### config.mk
export PLATFORM = sky130hd
export DESIGN_NAME = dual_plane_crc32c_witness_top
export DESIGN_NICKNAME = d
export VERILOG_FILES = /design/src/hw/rtl/dpcw_pkg.sv /design/src/hw/rtl/dpcw_lane.sv /design/src/hw/rtl/dpcw_merge.sv /design/src/hw/rtl/dual_plane_crc32c_witness_top.sv
export SDC_FILE = /design/constraint.sdc
export NUM_CORES = 1
export LEC_CHECK = 0
export ABC_AREA = 1
export BUFFER_PORTS_ARGS = -buffer_cell sky130_fd_sc_hd__buf_4
export CAP_MARGIN = 10
export CORE_ASPECT_RATIO = 2
export CORE_MARGIN = 4
export CORE_UTILIZATION = 32
export CTS_CLUSTER_SIZE = 25
export DETAILED_ROUTE_END_ITERATION = 8
export GPL_ROUTABILITY_DRIVEN = 0
export PLACE_DENSITY_LB_ADDON = 0.05
export SETUP_SLACK_MARGIN = 0.02
export SYNTH_ARGS = -nofsm -noshare
export SYNTH_HDL_FRONTEND = slang
export SYNTH_SLANG_ARGS = --single-unit
export TNS_END_PERCENT = 100
### constraint.sdc
create_clock -name clk -period 3.88 [get_ports clk]
set_input_delay 0.97 -clock clk [delete_from_list [all_inputs] [get_ports clk]]
set_output_delay 0.97 -clock clk [all_outputs]
set_load 0.1 [all_outputs]
### src/hw/rtl/dpcw_pkg.sv
// shared types, constants and update functions of the dual-plane crc-32c witness
package dpcw_pkg;

  localparam logic [31:0] CrcPoly  = 32'h82F6_3B78;
  localparam logic [31:0] CrcInit  = 32'hFFFF_FFFF;
  localparam logic [31:0] FoldInit = 32'h0000_0000;

  localparam logic ModeFold = 1'b0;
  localparam logic ModeCrc  = 1'b1;
  localparam logic ModeReset = ModeCrc;

  typedef struct packed {
    logic [7:0]  hi_byte;
    logic [7:0]  lo_byte;
    logic        last;
    logic [31:0] expected_witness;
  } in_item_t;

  typedef struct packed {
    logic [31:0] witness;
    logic        matches_res;
  } out_item_t;

  // what one lane hands to the merge stage
  typedef struct packed {
    logic [31:0] crc;
    logic [31:0] fold;
  } lane_sum_t;

  // reflected crc-32c, one byte, bit at a time
  function automatic logic [31:0] crc_byte(input logic [31:0] crc, input logic [7:0] b);
    logic [31:0] c;
    c = crc ^ {24'd0, b};
    for (int k = 0; k < 8; k++) begin
      c = c[0] ? ((c >> 1) ^ CrcPoly) : (c >> 1);
    end
    return c;
  endfunction

  // xor the byte in, then rotate left by one
  function automatic logic [31:0] fold_byte(input logic [31:0] acc, input logic [7:0] b);
    logic [31:0] a;
    a = acc ^ {24'd0, b};
    return {a[30:0], a[31]};
  endfunction

endpackage

### src/hw/rtl/dpcw_lane.sv
// one plane lane: running crc-32c and rotate-xor fold over that plane's bytes
module dpcw_lane (
  input  logic              clk,
  input  logic              rst_n,
  input  logic              fire,
  input  logic              last,
  input  logic [7:0]        data_byte,
  output dpcw_pkg::lane_sum_t sum
);

  logic [31:0] crc_r, crc_nxt;
  logic [31:0] fold_r, fold_nxt;
  logic [31:0] crc_upd, fold_upd;

  assign crc_upd  = dpcw_pkg::crc_byte(crc_r, data_byte);
  assign fold_upd = dpcw_pkg::fold_byte(fold_r, data_byte);

  // sum includes the current word's byte
  assign sum.crc  = crc_upd;
  assign sum.fold = fold_upd;

  always_comb begin
    crc_nxt  = crc_r;
    fold_nxt = fold_r;
    if (fire) begin
      if (last) begin
        crc_nxt  = dpcw_pkg::CrcInit;
        fold_nxt = dpcw_pkg::FoldInit;
      end else begin
        crc_nxt  = crc_upd;
        fold_nxt = fold_upd;
      end
    end
  end

  always_ff @(posedge clk) begin
    if (!rst_n) begin
      crc_r  <= dpcw_pkg::CrcInit;
      fold_r <= dpcw_pkg::FoldInit;
    end else begin
      crc_r  <= crc_nxt;
      fold_r <= fold_nxt;
    end
  end

endmodule

### src/hw/rtl/dpcw_merge.sv
// merge stage: combines both lanes into the witness and holds the result word
module dpcw_merge (
  input  logic                 clk,
  input  logic                 rst_n,
  input  logic                 fire,
  input  logic                 last,
  input  logic                 mode,
  input  logic [31:0]          expected_witness,
  input  dpcw_pkg::lane_sum_t  hi_sum,
  input  dpcw_pkg::lane_sum_t  lo_sum,
  input  logic                 out_ready,
  output logic                 slot_free,
  output logic                 out_valid,
  output dpcw_pkg::out_item_t  out_item
);

  logic                valid_r, valid_nxt;
  dpcw_pkg::out_item_t item_r, item_nxt;
  logic [31:0]         witness;

  // the final complements cancel in the xor of the two crcs
  assign witness = (mode == dpcw_pkg::ModeCrc) ? (hi_sum.crc ^ lo_sum.crc)
                                                : (hi_sum.fold ^ lo_sum.fold);

  assign slot_free = !valid_r || out_ready;

  always_comb begin
    valid_nxt = valid_r && !out_ready;
    item_nxt  = item_r;
    if (fire && last) begin
      valid_nxt            = 1'b1;
      item_nxt.witness     = witness;
      item_nxt.matches_res = (witness == expected_witness);
    end
  end

  always_ff @(posedge clk) begin
    if (!rst_n) begin
      valid_r <= 1'b0;
    end else begin
      valid_r <= valid_nxt;
    end
  end

  always_ff @(posedge clk) begin
    item_r <= item_nxt;
  end

  assign out_valid = valid_r;
  assign out_item  = item_r;

endmodule

### src/hw/rtl/dual_plane_crc32c_witness_top.sv
// top level of the dual-plane crc-32c witness block
//
//   channel | direction | handshake             | payload
//   in_     | in        | in_valid / in_ready   | in_item (hi_byte, lo_byte, last, expected)
//   out_    | out       | out_valid / out_ready | out_item (witness, matches_res)
//   cfg_    | in        | cfg_valid / cfg_ready | cfg_witness_mode
//
// one input word per cycle while in_ready is high; both plane lanes update in the cycle the word is taken
// a last word shows its result in the output register in the next cycle
// in_ready drops only while a result waits and out_ready is low
// synchronous active-low reset: mode back to crc, lanes back to their initial values
// cfg_ready is always high; the new mode applies from the next word on
module dual_plane_crc32c_witness_top (
  input  logic                 clk,
  input  logic                 rst_n,
  input  logic                 in_valid,
  output logic                 in_ready,
  input  dpcw_pkg::in_item_t   in_item,
  output logic                 out_valid,
  input  logic                 out_ready,
  output dpcw_pkg::out_item_t  out_item,
  input  logic                 cfg_valid,
  output logic                 cfg_ready,
  input  logic                 cfg_witness_mode
);

  logic                mode_r, mode_nxt;
  logic                fire;
  logic                slot_free;
  dpcw_pkg::lane_sum_t hi_sum, lo_sum;

  assign cfg_ready = 1'b1;
  assign in_ready  = slot_free;
  assign fire      = in_valid && slot_free;

  assign mode_nxt = (cfg_valid && cfg_ready) ? cfg_witness_mode : mode_r;

  always_ff @(posedge clk) begin
    if (!rst_n) begin
      mode_r <= dpcw_pkg::ModeReset;
    end else begin
      mode_r <= mode_nxt;
    end
  end

  dpcw_lane u_lane_hi (
    .clk       (clk),
    .rst_n     (rst_n),
    .fire      (fire),
    .last      (in_item.last),
    .data_byte (in_item.hi_byte),
    .sum       (hi_sum)
  );

  dpcw_lane u_lane_lo (
    .clk       (clk),
    .rst_n     (rst_n),
    .fire      (fire),
    .last      (in_item.last),
    .data_byte (in_item.lo_byte),
    .sum       (lo_sum)
  );

  dpcw_merge u_merge (
    .clk              (clk),
    .rst_n            (rst_n),
    .fire             (fire),
    .last             (in_item.last),
    .mode             (mode_r),
    .expected_witness (in_item.expected_witness),
    .hi_sum           (hi_sum),
    .lo_sum           (lo_sum),
    .out_ready        (out_ready),
    .slot_free        (slot_free),
    .out_valid        (out_valid),
    .out_item         (out_item)
  );

endmodule

==> summary.md <==
| Metric | Value |
|---|---|
| CP max-delay cell | nand2_2 |
| Commonest cells after routing, fill and taps aside | 731 x nand2_1, 183 x nand3_1, 140 x buf_4 |
| Share of layout cells above drive strength 1 | 15.3% |
| Final hold vios | 0 |
| DRT Wirelength | 46,800 µm |
| Final setup violation count | 0 |
| DR WL/cell | 20.1 µm |
| Unrepaired setup endpoints after global routing | false |
| Die Span Y | 275 µm |
| Total number of vias | 11,600 |
| Cell area after synthesis | 11,400 µm² |
| Setup tns final | 0 ps |
| Layout area overhead | 17.0% |
| Min cycle time layout | 3280 ps |
| Maximum fanout along the worst path | 17 |
| Dpl cell area | 12,700 µm² |
| Net Count, Synth | 1,839 |
| Post-CTS Setup Bufs | 0 |
| Finished layout cell area | 13,300 µm² |
| DRC | 0 |
| Part of the power in registers | 25.9% |
| HPWL after DPL | 37,700 µm |
| Resized cells post-CTS | 0 |
| Number of fill cells | 3,819 |
| N_diodes | 0 |
| Die span in x | 141 µm |
| Top cell family by delay on the critical path | simple AND/OR/NAND/NOR gates |
| Layout Utilization | 38.0% |
| Leading cell type in the layout, fill and taps excluded | nand2_1 |
| Core area | 35,100 µm² |
| Std-Cell Rows | 97 |
| Routed Antenna Nets | 0 |
| Crit-path max cell delay | 330 ps |
| Critical path class | input port to flop |
| Total Nets Final | 1,932 |
| Setup crit end kind | flop |
| Post-CTS Hold Buffers | 0 |
| Sequential fraction of the synthesis area | 31.6% |
| CP bufs+invs | 3 |
| Via density per instance | 4.96 |
| Max Transition Viols Final | 0 |
| Clock Latency Late Sink | 460 ps |
| Distinct cells, synth | 33 |
| Antenna violations before repair | 0 |
| Critical path data required time | 4200 ps |
| DR pass1 iterations | 5 |
| CP arrival | 3600 ps |
| Tcrit/Tclk final | 84.5% |
| FMAX | 0.305 GHz |
| Global-route wire length before repair | 68,400 µm |
| Worst Setup Start Kind | input port |
| Clock share of power | 23.3% |
| Worst rel slew slack | 37.9% |
| Initial DRC Count | 650 |
| Initial Util | 32.4% |
| GRT overflow | 0 |
| Number of max-cap violations | 0 |
| Sw power | 3890 µW |
| CTS Buf Count | 17 |
| Tot GR Track Use | 24.1% |
| Die footprint | 38,800 µm² |
| Most used cell, CP | nand2_1 |
| Yosys reg bits | 163 |
| # port buffers | 89 |
| Clk root buf | clkbuf_16 |
| Vias in the first global route | 11,000 |
| Combinational Power Share | 50.9% |
| P_leak | 0.00674 µW |
| CP cell instances | buf_4, inv_2, nand2_2, nand2_2, nand2_1, nand2_1, nand2_8, nand3_1, nand2_2, buf_4, nand2_1, nand2_1, nand2_1, nand3_1, nand2_1, nand2_1, nand2_1, nand3_1, nor2_1, nand3_1, nor2_1 |
| H-tree levels | 4 |
| Max VDD drop | 0.000336 V |
| Slew @ Worst Pin | 932 ps |
| Status | finished, final reports clean |
| Clock slew at reported path FFs | 80 ps |
| Worst Skew | 13.3 ps |
| Sink Count | 163 |
| Pwr dens | 591 nW/µm² |
| CTS tree | yes |
| Internal power | 3980 µW |
| HP Class | flop to flop |
| Warnings from Yosys | 0 |
| Largest net degree at the start of global routing | 89 |
| Io pins | 91 |
| Clock Tree Buf Depth | 2 |
| Switching share of power | 49.4% |
| Cells after Synth | 1,784 |
| Syn Area/Cell | 6.38 µm² |
[power groups by stage]
stage               Clock [µW]  Combinational (µW)  Sequential [µW]
finish                    1830                4000             2030
global route              1930                4370             2050
floorplan                    0                2310             2400
detailed placement           0                4010             2070
CTS                       1870                4020             2030
global placement             0                3980             2070
[flip-flops by register name, indices dropped and copies added, names as in the netlist]
register	cells
u_lane_lo.crc_r	32
u_lane_hi.crc_r	32
mode_r	1
u_lane_lo.fold_r	32
u_lane_hi.fold_r	32
u_merge.out_valid	1
u_merge.out_item	33
[worst min-delay path: stages (launching register included)]
cell,delay (ps)
dfxtp_1,340
a21oi_1,60
o21ai_0,60
[cells by family (layout without fill, tap and decap cells)]
| group | count (synthesis) | count (layout) | share of synthesized area (%) |
|---|---|---|---|
| flops | 163 | 163 | 31.6 |
| compound gates | 197 | 197 | 9.37 |
| other cells | 1 | 1 | 0.0330 |
| buf+inv | 215 | 321 | 8.42 |
| xor+xnor | 98 | 98 | 7.61 |
| simple gates | 1110 | 1110 | 43.0 |
[final timing paths]
check	slack, ps	end	from	cells after the start
min reg2reg	480	u_lane_lo.crc_r[20]	u_lane_lo.crc_r[20]	2
max	600	u_merge.out_item[0]	in_item[33]	21
max reg2reg	810	u_merge.out_item[0]	u_lane_lo.crc_r[0]	20
min	480	u_lane_lo.crc_r[20]	u_lane_lo.crc_r[20]	2
[cells in the mapped netlist]
cell type / count / area, µm²
buf_2: 5 / 25.0
nand3_2: 11 / 110
nand2_1: 732 / 2750
clkbuf_1: 42 / 158
xnor2_2: 1 / 16.3
inv_8: 1 / 11.3
o21ai_0: 62 / 310
a22oi_1: 25 / 188
o21ai_1: 2 / 10.0
buf_4: 6 / 45.0
xnor2_1: 31 / 272
inv_4: 1 / 6.26
or2_2: 20 / 125
edfxtp_1: 33 / 991
nand3_1: 183 / 916
nand4_1: 5 / 31.3
a21oi_1: 101 / 505
and2_4: 1 / 8.76
nand2_4: 20 / 225
nand2_2: 43 / 269
buf_6: 15 / 169
dfxtp_1: 130 / 2600
xor2_1: 66 / 578
conb_1: 1 / 3.75
or2_1: 1 / 6.26
nand3b_1: 18 / 135
buf_1: 2 / 7.51
o211ai_1: 6 / 45.0
inv_1: 135 / 507
inv_2: 8 / 30.0
a21o_1: 1 / 7.51
nand2_8: 2 / 40.0
nor2_1: 74 / 278
[stage by stage]
step	hold slack [ps]	total power, µW	worst slack, ps	std cells
2_1_floorplan	439	4700	133	1784
3_3_place_gp	456	6050	141	2303
3_5_place_dp	468	6080	135	2303
4_1_cts	483	7920	627	2335
5_1_grt	512	8340	325	2335
6_report	481	7870	601	2335
[cell type report]
type / count / area (µm²) / area share (%)
Sequential cell: 163 / 3590 / 27.0
Tap cell: 445 / 557 / 4.18
Multi-Input combinational cell: 1406 / 6860 / 51.5
Inverter: 145 / 554 / 4.16
Clock buffer: 18 / 450 / 3.38
Timing Repair Buffer: 144 / 1130 / 8.49
Clock inverter: 14 / 170 / 1.28
[layer usage]
metal / up-vias / GRT usage [%] / share of wire (%)
met3: 97 / 2.71 / 2.5
met4: 0 / 16.2 / 7.6
met2: 243 / 46.6 / 55
met1: 5389 / 23.4 / 35
met5: - / 0 / 0
li1: 5856 / - / -
(Power assumes the default switching activity.)
